==> config.mk <==
export PLATFORM = sky130hd
export DESIGN_NAME = friend_graph_query_engine_top
export DESIGN_NICKNAME = d
export VERILOG_FILES = /design/src/fgq_pkg.sv /design/src/friend_graph_query_engine_top.sv /design/src/fgq_ram.sv
export SDC_FILE = /design/constraint.sdc
export NUM_CORES = 2
export LEC_CHECK = 0
export ABC_AREA = 1
export BUFFER_PORTS_ARGS = -buffer_cell sky130_fd_sc_hd__buf_4
export CAP_MARGIN = 30
export CORE_ASPECT_RATIO = 0.5
export CORE_UTILIZATION = 35
export CTS_CLUSTER_SIZE = 14
export DETAILED_ROUTE_END_ITERATION = 12
export PLACE_DENSITY = 0.6
export SLEW_MARGIN = 40
export SYNTH_ARGS = -nofsm -noshare
export SYNTH_HDL_FRONTEND = slang
export SYNTH_HIERARCHICAL = 1
export SYNTH_SLANG_ARGS = --single-unit
==> constraint.sdc <==
create_clock -name clk_i -period 35.4 [get_ports clk_i]
set_input_delay 7.08 -clock clk_i [delete_from_list [all_inputs] [get_ports clk_i]]
set_output_delay 7.08 -clock clk_i [all_outputs]
set_load 0.05 [all_outputs]
==> src/fgq_pkg.sv <==
// Shared types and constants for the friend graph query engine.
package fgq_pkg;

  localparam logic [1:0] OP_ADD_USER   = 2'd0;
  localparam logic [1:0] OP_ADD_FRIEND = 2'd1;
  localparam logic [1:0] OP_COMMON     = 2'd2;
  localparam logic [1:0] OP_DISTANCE   = 2'd3;

  localparam logic [1:0] ST_OK         = 2'd0;
  localparam logic [1:0] ST_TABLE_FULL = 2'd1;
  localparam logic [1:0] ST_LIST_FULL  = 2'd2;

  localparam int MAX_RESULTS = 64;

  typedef struct packed {
    logic [1:0] opcode;
    logic [9:0] id_a;
    logic [9:0] id_b;
    logic [5:0] hop_count;
  } in_t;

  typedef struct packed {
    logic [1:0] status;
    logic       has_user;
    logic [9:0] user_id;
    logic       last;
  } out_t;

endpackage

==> src/friend_graph_query_engine_top.sv <==
// Top level of the friend graph query engine: sequencer around the graph memories.
//
//  Channel | Direction | Handshake               | Payload
//  --------+-----------+-------------------------+-----------------------------
//  input   | in        | in_valid_i / in_stall_o | in_i  (opcode, ids, hops)
//  output  | out       | out_valid_o/ out_stall_i| out_o (status, id, last)
//
// One item is processed at a time. A user lookup scans the id memory one
// stored user at a time, reading and then comparing; common friends compares
// every pair of list entries; the depth-first walk reads the list length,
// checks and follows each list entry examined, pops exhausted entries off the
// stack and reads the id of every reported user. Reset clears the user count,
// visited marks, sequencer state, result count and output valid flags; the
// memories need no clearing. A stalled output delays the sequencer whenever a
// result has to move into a still occupied output register: when a second
// result is ready, since one result is held back to mark the last, and when
// the final result is released.
module friend_graph_query_engine_top #(
  parameter int USER_SLOTS   = 32,
  parameter int FRIEND_SLOTS = 8
) (
  input  logic          clk_i,
  input  logic          rst_ni,
  input  logic          in_valid_i,
  output logic          in_stall_o,
  input  fgq_pkg::in_t  in_i,
  output logic          out_valid_o,
  input  logic          out_stall_i,
  output fgq_pkg::out_t out_o
);

  localparam int SW = $clog2(USER_SLOTS);
  localparam int CW = $clog2(USER_SLOTS + 1);
  localparam int IW = $clog2(FRIEND_SLOTS + 1);
  localparam int AW = $clog2(USER_SLOTS * FRIEND_SLOTS);
  localparam int NW = $clog2(fgq_pkg::MAX_RESULTS + 1);

  typedef enum logic [4:0] {
    S_IDLE, S_FIND_RD, S_FIND_CMP, S_FOUND, S_TOT_A, S_TOT_B, S_TOT_C,
    S_ADD_A, S_ADD_B, S_CF_I, S_CF_IF, S_CF_J, S_CF_JF, S_UID_RD, S_UID_EM,
    S_WK_TOT, S_WK_CHK, S_WK_POP, S_WK_NXT, S_EMIT, S_FINISH
  } state_e;

  state_e        state_q, ret_q, back_q;
  fgq_pkg::in_t  req_q;
  logic [CW-1:0] total_q, scan_q;
  logic [9:0]    cur_id_q;
  logic          second_q;
  logic [SW-1:0] slot_a_q, slot_b_q, nxt_q, top_s_q;
  logic [IW-1:0] ta_q, tb_q, ci_q, cj_q, top_idx_q;
  logic [SW-1:0] fa_q;
  logic [CW-1:0] sp_q;
  logic [USER_SLOTS-1:0] vis_q;
  logic          found_q;
  logic [NW-1:0] n_q;
  fgq_pkg::out_t em_q, pend_q, out_q;
  logic          pend_v_q, out_valid_q;

  // Memory ports.
  logic          uid_we, tot_we, fsl_we, stk_we;
  logic [SW-1:0] uid_waddr, uid_raddr, tot_waddr, tot_raddr, stk_waddr, stk_raddr;
  logic [9:0]    uid_wdata, uid_rdata;
  logic [IW-1:0] tot_wdata, tot_rdata;
  logic [AW-1:0] fsl_waddr, fsl_raddr;
  logic [SW-1:0] fsl_wdata, fsl_rdata;
  logic [SW+IW-1:0] stk_wdata, stk_rdata;

  logic          out_free;
  logic          out_load;
  logic          room;
  logic [IW-1:0] tb_next;

  function automatic logic [AW-1:0] fsl_addr(input logic [SW-1:0] s,
                                             input logic [IW-1:0] k);
    return AW'(s) * AW'(FRIEND_SLOTS) + AW'(k);
  endfunction

  assign out_free    = !out_valid_q || !out_stall_i;
  assign in_stall_o  = (state_q != S_IDLE);
  assign out_valid_o = out_valid_q;
  assign out_o       = out_q;

  // The output register takes a new item when the held result moves out.
  assign out_load = out_free && ((state_q == S_FINISH) ||
                    (state_q == S_EMIT && pend_v_q &&
                     32'(n_q) < fgq_pkg::MAX_RESULTS));

  // Room check for a new friendship; a self friendship needs two entries.
  always_comb begin
    if (slot_a_q == slot_b_q) begin
      room = ((IW + 1)'(ta_q) + (IW + 1)'(2)) <= (IW + 1)'(FRIEND_SLOTS);
    end else begin
      room = (32'(ta_q) < FRIEND_SLOTS) && (32'(tot_rdata) < FRIEND_SLOTS);
    end
  end

  assign tb_next = (slot_a_q == slot_b_q) ? IW'(ta_q + IW'(1)) : tb_q;

  // Memory addressing follows the current sequencer step.
  always_comb begin
    uid_we    = 1'b0;
    uid_waddr = SW'(total_q);
    uid_wdata = cur_id_q;
    uid_raddr = SW'(scan_q);
    tot_we    = 1'b0;
    tot_waddr = SW'(total_q);
    tot_wdata = '0;
    tot_raddr = top_s_q;
    fsl_we    = 1'b0;
    fsl_waddr = fsl_addr(slot_a_q, ta_q);
    fsl_wdata = slot_b_q;
    fsl_raddr = fsl_addr(top_s_q, top_idx_q);
    stk_we    = 1'b0;
    stk_waddr = SW'(sp_q - CW'(1));
    stk_wdata = {top_s_q, top_idx_q};
    stk_raddr = SW'(sp_q - CW'(2));
    unique case (state_q)
      S_FIND_RD: begin
        if (scan_q >= total_q && 32'(total_q) < USER_SLOTS) begin
          uid_we = 1'b1;
          tot_we = 1'b1;
        end
      end
      S_TOT_A: tot_raddr = slot_a_q;
      S_TOT_B: tot_raddr = slot_b_q;
      S_ADD_A: begin
        fsl_we    = 1'b1;
        tot_we    = 1'b1;
        tot_waddr = slot_a_q;
        tot_wdata = IW'(ta_q + IW'(1));
      end
      S_ADD_B: begin
        fsl_we    = 1'b1;
        fsl_waddr = fsl_addr(slot_b_q, tb_next);
        fsl_wdata = slot_a_q;
        tot_we    = 1'b1;
        tot_waddr = slot_b_q;
        tot_wdata = IW'(tb_next + IW'(1));
      end
      S_CF_I:   fsl_raddr = fsl_addr(slot_a_q, ci_q);
      S_CF_J:   fsl_raddr = fsl_addr(slot_b_q, cj_q);
      S_UID_RD: uid_raddr = nxt_q;
      S_WK_NXT: begin
        if (!vis_q[fsl_rdata] && 32'(sp_q) != 32'(req_q.hop_count)
            && 32'(sp_q) < USER_SLOTS) begin
          stk_we = 1'b1;
        end
      end
      default: ;
    endcase
  end

  always_ff @(posedge clk_i or negedge rst_ni) begin
    if (!rst_ni) begin
      state_q     <= S_IDLE;
      total_q     <= '0;
      vis_q       <= '0;
      pend_v_q    <= 1'b0;
      out_valid_q <= 1'b0;
      n_q         <= '0;
      found_q     <= 1'b0;
    end else begin
      out_valid_q <= out_load || (out_valid_q && out_stall_i);
      unique case (state_q)
        S_IDLE: begin
          if (in_valid_i) begin
            req_q    <= in_i;
            cur_id_q <= in_i.id_a;
            scan_q   <= '0;
            second_q <= 1'b0;
            n_q      <= '0;
            found_q  <= 1'b0;
            if (in_i.opcode == fgq_pkg::OP_DISTANCE) begin
              vis_q <= '0;
            end
            state_q <= S_FIND_RD;
          end
        end
        S_FIND_RD: begin
          if (scan_q < total_q) begin
            state_q <= S_FIND_CMP;
          end else if (32'(total_q) >= USER_SLOTS) begin
            em_q    <= '{status: fgq_pkg::ST_TABLE_FULL, has_user: 1'b0,
                         user_id: '0, last: 1'b0};
            ret_q   <= S_FINISH;
            state_q <= S_EMIT;
          end else begin
            nxt_q   <= SW'(total_q);
            total_q <= total_q + CW'(1);
            state_q <= S_FOUND;
          end
        end
        S_FIND_CMP: begin
          if (uid_rdata == cur_id_q) begin
            nxt_q   <= SW'(scan_q);
            state_q <= S_FOUND;
          end else begin
            scan_q  <= scan_q + CW'(1);
            state_q <= S_FIND_RD;
          end
        end
        S_FOUND: begin
          if (second_q) begin
            slot_b_q <= nxt_q;
            state_q  <= S_TOT_A;
          end else begin
            slot_a_q <= nxt_q;
            if (req_q.opcode == fgq_pkg::OP_ADD_USER) begin
              em_q    <= '{status: fgq_pkg::ST_OK, has_user: 1'b0,
                           user_id: '0, last: 1'b0};
              ret_q   <= S_FINISH;
              state_q <= S_EMIT;
            end else if (req_q.opcode == fgq_pkg::OP_DISTANCE) begin
              vis_q[nxt_q] <= 1'b1;
              if (req_q.hop_count == '0) begin
                em_q    <= '{status: fgq_pkg::ST_OK, has_user: 1'b1,
                             user_id: req_q.id_a, last: 1'b0};
                ret_q   <= S_FINISH;
                state_q <= S_EMIT;
              end else begin
                top_s_q   <= nxt_q;
                top_idx_q <= '0;
                sp_q      <= CW'(1);
                state_q   <= S_WK_TOT;
              end
            end else begin
              second_q <= 1'b1;
              cur_id_q <= req_q.id_b;
              scan_q   <= '0;
              state_q  <= S_FIND_RD;
            end
          end
        end
        S_TOT_A: state_q <= S_TOT_B;
        S_TOT_B: begin
          ta_q    <= tot_rdata;
          state_q <= S_TOT_C;
        end
        S_TOT_C: begin
          tb_q <= tot_rdata;
          if (req_q.opcode == fgq_pkg::OP_ADD_FRIEND) begin
            if (room) begin
              state_q <= S_ADD_A;
            end else begin
              em_q    <= '{status: fgq_pkg::ST_LIST_FULL, has_user: 1'b0,
                           user_id: '0, last: 1'b0};
              ret_q   <= S_FINISH;
              state_q <= S_EMIT;
            end
          end else begin
            ci_q    <= '0;
            state_q <= S_CF_I;
          end
        end
        S_ADD_A: state_q <= S_ADD_B;
        S_ADD_B: begin
          em_q    <= '{status: fgq_pkg::ST_OK, has_user: 1'b0,
                       user_id: '0, last: 1'b0};
          ret_q   <= S_FINISH;
          state_q <= S_EMIT;
        end
        S_CF_I: begin
          if (ci_q < ta_q) begin
            state_q <= S_CF_IF;
          end else if (found_q) begin
            state_q <= S_FINISH;
          end else begin
            em_q    <= '{status: fgq_pkg::ST_OK, has_user: 1'b0,
                         user_id: '0, last: 1'b0};
            ret_q   <= S_FINISH;
            state_q <= S_EMIT;
          end
        end
        S_CF_IF: begin
          fa_q    <= fsl_rdata;
          cj_q    <= '0;
          state_q <= S_CF_J;
        end
        S_CF_J: begin
          if (cj_q < tb_q) begin
            state_q <= S_CF_JF;
          end else begin
            ci_q    <= ci_q + IW'(1);
            state_q <= S_CF_I;
          end
        end
        S_CF_JF: begin
          cj_q <= cj_q + IW'(1);
          if (fsl_rdata == fa_q) begin
            nxt_q   <= fsl_rdata;
            back_q  <= S_CF_J;
            state_q <= S_UID_RD;
          end else begin
            state_q <= S_CF_J;
          end
        end
        S_UID_RD: state_q <= S_UID_EM;
        S_UID_EM: begin
          found_q <= 1'b1;
          em_q    <= '{status: fgq_pkg::ST_OK, has_user: 1'b1,
                       user_id: uid_rdata, last: 1'b0};
          ret_q   <= back_q;
          state_q <= S_EMIT;
        end
        S_WK_TOT: state_q <= S_WK_CHK;
        S_WK_CHK: begin
          if (top_idx_q >= tot_rdata || 32'(top_idx_q) >= FRIEND_SLOTS) begin
            // Entry exhausted: pop it, or end the walk at the bottom.
            sp_q <= sp_q - CW'(1);
            if (sp_q == CW'(1)) begin
              if (found_q) begin
                state_q <= S_FINISH;
              end else begin
                em_q    <= '{status: fgq_pkg::ST_OK, has_user: 1'b0,
                             user_id: '0, last: 1'b0};
                ret_q   <= S_FINISH;
                state_q <= S_EMIT;
              end
            end else begin
              state_q <= S_WK_POP;
            end
          end else begin
            top_idx_q <= top_idx_q + IW'(1);
            state_q   <= S_WK_NXT;
          end
        end
        S_WK_POP: begin
          top_s_q   <= stk_rdata[SW+IW-1:IW];
          top_idx_q <= stk_rdata[IW-1:0];
          state_q   <= S_WK_TOT;
        end
        S_WK_NXT: begin
          if (vis_q[fsl_rdata]) begin
            state_q <= S_WK_TOT;
          end else begin
            vis_q[fsl_rdata] <= 1'b1;
            if (32'(sp_q) == 32'(req_q.hop_count)) begin
              nxt_q   <= fsl_rdata;
              back_q  <= S_WK_TOT;
              state_q <= S_UID_RD;
            end else begin
              if (32'(sp_q) < USER_SLOTS) begin
                top_s_q   <= fsl_rdata;
                top_idx_q <= '0;
                sp_q      <= sp_q + CW'(1);
              end
              state_q <= S_WK_TOT;
            end
          end
        end
        S_EMIT: begin
          // One result is always held back so the final one can carry last.
          if (32'(n_q) >= fgq_pkg::MAX_RESULTS) begin
            state_q <= ret_q;
          end else if (!pend_v_q) begin
            pend_q   <= em_q;
            pend_v_q <= 1'b1;
            n_q      <= n_q + NW'(1);
            state_q  <= ret_q;
          end else if (out_free) begin
            out_q   <= pend_q;
            pend_q  <= em_q;
            n_q     <= n_q + NW'(1);
            state_q <= ret_q;
          end
        end
        S_FINISH: begin
          if (out_free) begin
            out_q    <= '{status: pend_q.status, has_user: pend_q.has_user,
                          user_id: pend_q.user_id, last: 1'b1};
            pend_v_q <= 1'b0;
            state_q  <= S_IDLE;
          end
        end
        default: state_q <= S_IDLE;
      endcase
    end
  end

  fgq_ram #(.WIDTH(10), .DEPTH(USER_SLOTS)) u_uid (
    .clk_i, .we_i(uid_we), .waddr_i(uid_waddr), .wdata_i(uid_wdata),
    .raddr_i(uid_raddr), .rdata_o(uid_rdata)
  );

  fgq_ram #(.WIDTH(IW), .DEPTH(USER_SLOTS)) u_tot (
    .clk_i, .we_i(tot_we), .waddr_i(tot_waddr), .wdata_i(tot_wdata),
    .raddr_i(tot_raddr), .rdata_o(tot_rdata)
  );

  fgq_ram #(.WIDTH(SW), .DEPTH(USER_SLOTS * FRIEND_SLOTS)) u_fsl (
    .clk_i, .we_i(fsl_we), .waddr_i(fsl_waddr), .wdata_i(fsl_wdata),
    .raddr_i(fsl_raddr), .rdata_o(fsl_rdata)
  );

  fgq_ram #(.WIDTH(SW + IW), .DEPTH(USER_SLOTS)) u_stk (
    .clk_i, .we_i(stk_we), .waddr_i(stk_waddr), .wdata_i(stk_wdata),
    .raddr_i(stk_raddr), .rdata_o(stk_rdata)
  );

endmodule

==> src/fgq_ram.sv <==
// Generic single-port-write, single-port-read RAM with registered read data.
module fgq_ram #(
  parameter int WIDTH = 8,
  parameter int DEPTH = 32
) (
  input  logic                     clk_i,
  input  logic                     we_i,
  input  logic [$clog2(DEPTH)-1:0] waddr_i,
  input  logic [WIDTH-1:0]         wdata_i,
  input  logic [$clog2(DEPTH)-1:0] raddr_i,
  output logic [WIDTH-1:0]         rdata_o
);

  logic [WIDTH-1:0] mem_q [DEPTH];

  always_ff @(posedge clk_i) begin
    if (we_i) begin
      mem_q[waddr_i] <= wdata_i;
    end
    rdata_o <= mem_q[raddr_i];
  end

endmodule

==> flow_summary.ini <==
[cells_and_area]
nNetsFinal = 8502
drive_above_1_share_pct = 7.69
fillerInstances = 25600
synthToLayoutAreaGrowth_pct = 11.2
final_cell_area_um2 = 106000

[route]
antenna_left = 0
dr.first_iter.drc_count = 7031
dr.pass1.iters = 6
vias = 63000
wire_per_inst_um = 20.2
route.detailed.drc = 0
viasPerCell = 5.16
wl_um = 247000

[flow_run]
maxCapViolations = 0

[sta]
final.setup_skew_ns = 0.0632
hold_violations = 0
slew_headroom_pct = 40.3
fin_crit_sh_pct = 25.9
setup_viol = 0
rsz0062_at_grt = no
worst_pin_slew_ns = 0.887
maxSlewViolCount = 0
finalSetupTns_ns = 0
fmax_mhz = 109
holdWs_ns = 0.413
period_needed_ns = 9.16

[setup_path]
start_kind = register
crit_chain = inv_2 -> nand3_2 -> buf_4
worst_path_dominant_cell_family = flip-flops
slowest_delay_ns = 0.59
path_max_fanout = 10
worst_setup_path_end_kind = output port
crit_buf_inv = 2
crit_slowest_cell = dfrtp_1
worst-setup-path-type = register to output port
cp.required_ns = 28.32
cp.arrival_ns = 2.08

[logic_synthesis]
synth_top_area_share_pct = 68.2
yosysTopAreaCell = edfxtp_1
synth_common_cells = 2785 x nand2_1, 2156 x edfxtp_1, 1919 x nand3_1
ys_seq_area_share_pct = 70.2
synth_warnings = 6
ys_seq_elements = 2237
synth.distinct_cells = 57
syn_nets = 8618
yosys-top-cells-area = edfxtp_1 68%, nand2_1 11%, nand3_1 10%, nor2_1 1.9%, buf_2 1.4%
synth_ff_type = edfxtp_1
synth_edf_count = 2156
synth_cells = 8539
avgSynthCellArea_um2 = 11.1
netlist_area_um2 = 95000
synth_most_common_cell = nand2_1
synth-async-reset-ratio_pct = 2.37

[pwr]
leakagePower_nw = 37.5
power_density_nw_per_um2 = 65.8
irDropWorstVdd_v = 0.0000412
power_mw = 6.95

[place]
place_hpwl_um = 143000
placed_area_um2 = 98600
io_buffers = 47
gp_congestion = 0.895

[floorplanning]
die-height_um = 370
ioPinCount = 48
start_util_pct = 35.4
die_w_um = 739
die_area_um2 = 274000
core_area_um2 = 268000
rows = 134

[clock_tree]
clk_latency_ns = 0.89
cts_sinks = 2237
h-tree-depth = 4
holdBufCountCts = 0
clk_path_buf_depth = 4
clk_pin_slew_ns = 0.06
post_cts_resized = 0
cts_buffers = 215
postCtsSetupBuffers = 0
cts_tree = done
cts_root_buf = clkbuf_16

[global_route]
grt_pass1_wl_um = 373000
grt_usage_pct = 17.6
grt_antenna_before_repair = 6
grt_max_degree = 192
overflow = 0
grt_pass1_vias = 59300

[hold_path]
hp-class = register to register

[status]
status = completed
-- metal layers --
| metal | up-vias | wire length [µm] | global-route usage [%] |
|---|---|---|---|
| li1 | 29500 | - | - |
| met1 | 30700 | 111000 | 25.3 |
| met2 | 2360 | 112000 | 27.7 |
| met3 | 397 | 17800 | 2.72 |
| met4 | 0 | 6840 | 4.95 |
| met5 | - | 0 | 0 |
-- placed cells by master, fill, tap and decap left out, drive strengths merged, types with 23 or more instances in the layout --
cell    Yosys  routed
a21oi      23      23
nor2      486     486
inv       217     217
nand3    1923    1923
nand2    2809    2809
dfrtp      53      53
nor3       32      32
ha         47      47
edfxtp   2156    2156
clkinv      7      95
buf       385     160
o21ai     149     149
xor2       25      25
dfxtp      28      28
clkbuf    108     280
-- sequential cells by signal, indices dropped and copies added (netlist names), 9 cells and up --
name           cells
u_tot/mem_q      128
u_stk/mem_q      288
u_stk/rdata_o      9
em_q              13
pend_q            13
vis_q             32
req_q             28
u_uid/mem_q      320
u_fsl/mem_q     1280
out_o             14
cur_id_q          10
u_uid/rdata_o     10
-- power breakdown --
group	switching, mW	internal, mW	leakage (nW)	total [mW]
logic	1.19	0.384	13.8	1.58
registers	0.0604	3.07	20.4	3.13
clock network	0.974	1.28	3.33	2.25
total	2.23	4.73	37.5	6.95
-- through the flow --
| step | instances | worst slack, ns | util, % |
|---|---|---|---|
| 3_5_place_dp | 11800 | 25.86 | 36.8 |
| 2_1_floorplan | 8539 | 22.21 | - |
| 3_3_place_gp | 11800 | 25.93 | 36.6 |
| 6_report | 12200 | 26.24 | 39.4 |
| 4_1_cts | 12200 | 26.21 | 39.3 |
| 5_1_grt | 12200 | 26.15 | 39.4 |
-- cells by family after synthesis --
kind of cell / synth area share [%]
simple gates: 23.8
fa+ha+maj: 0.619
xor+xnor: 0.332
buf+inv: 3.71
compound gates: 1.44
flops: 70.2
-- path summary, 6_finish.rpt --
| path | slack (ns) | depth (start not counted) | to | start |
|---|---|---|---|---|
| worst max register to register | 29.68 | 15 | u_fsl/mem_q[194][4] | slot_a_q[1] |
| worst max-delay path | 26.24 | 3 | in_stall_o | state_q[4] |
| worst min-delay path | 0.41 | 0 | pend_q[7] | em_q[7] |
| min in group asynchronous | 6.32 | 2 | found_q | rst_ni |
| worst min register to register | 0.41 | 0 | pend_q[7] | em_q[7] |
| max in group asynchronous | 28.65 | 2 | vis_q[12] | rst_ni |
-- cell type report --
cell class                 instances  area (µm²)  share of cell area (%)
timing repair buffer             160        1570                    1.49
inverter                         224         883                   0.836
multi-input combinational       5585       25200                    23.9
tap                             3604        4510                    4.27
sequential                      2237       66600                    63.1
antenna                            2        5.00                 0.00474
clock inverter                   107         933                   0.884
clock buffer                     280        5860                    5.55
No activity file was read; power rests on OpenSTA's default activity.
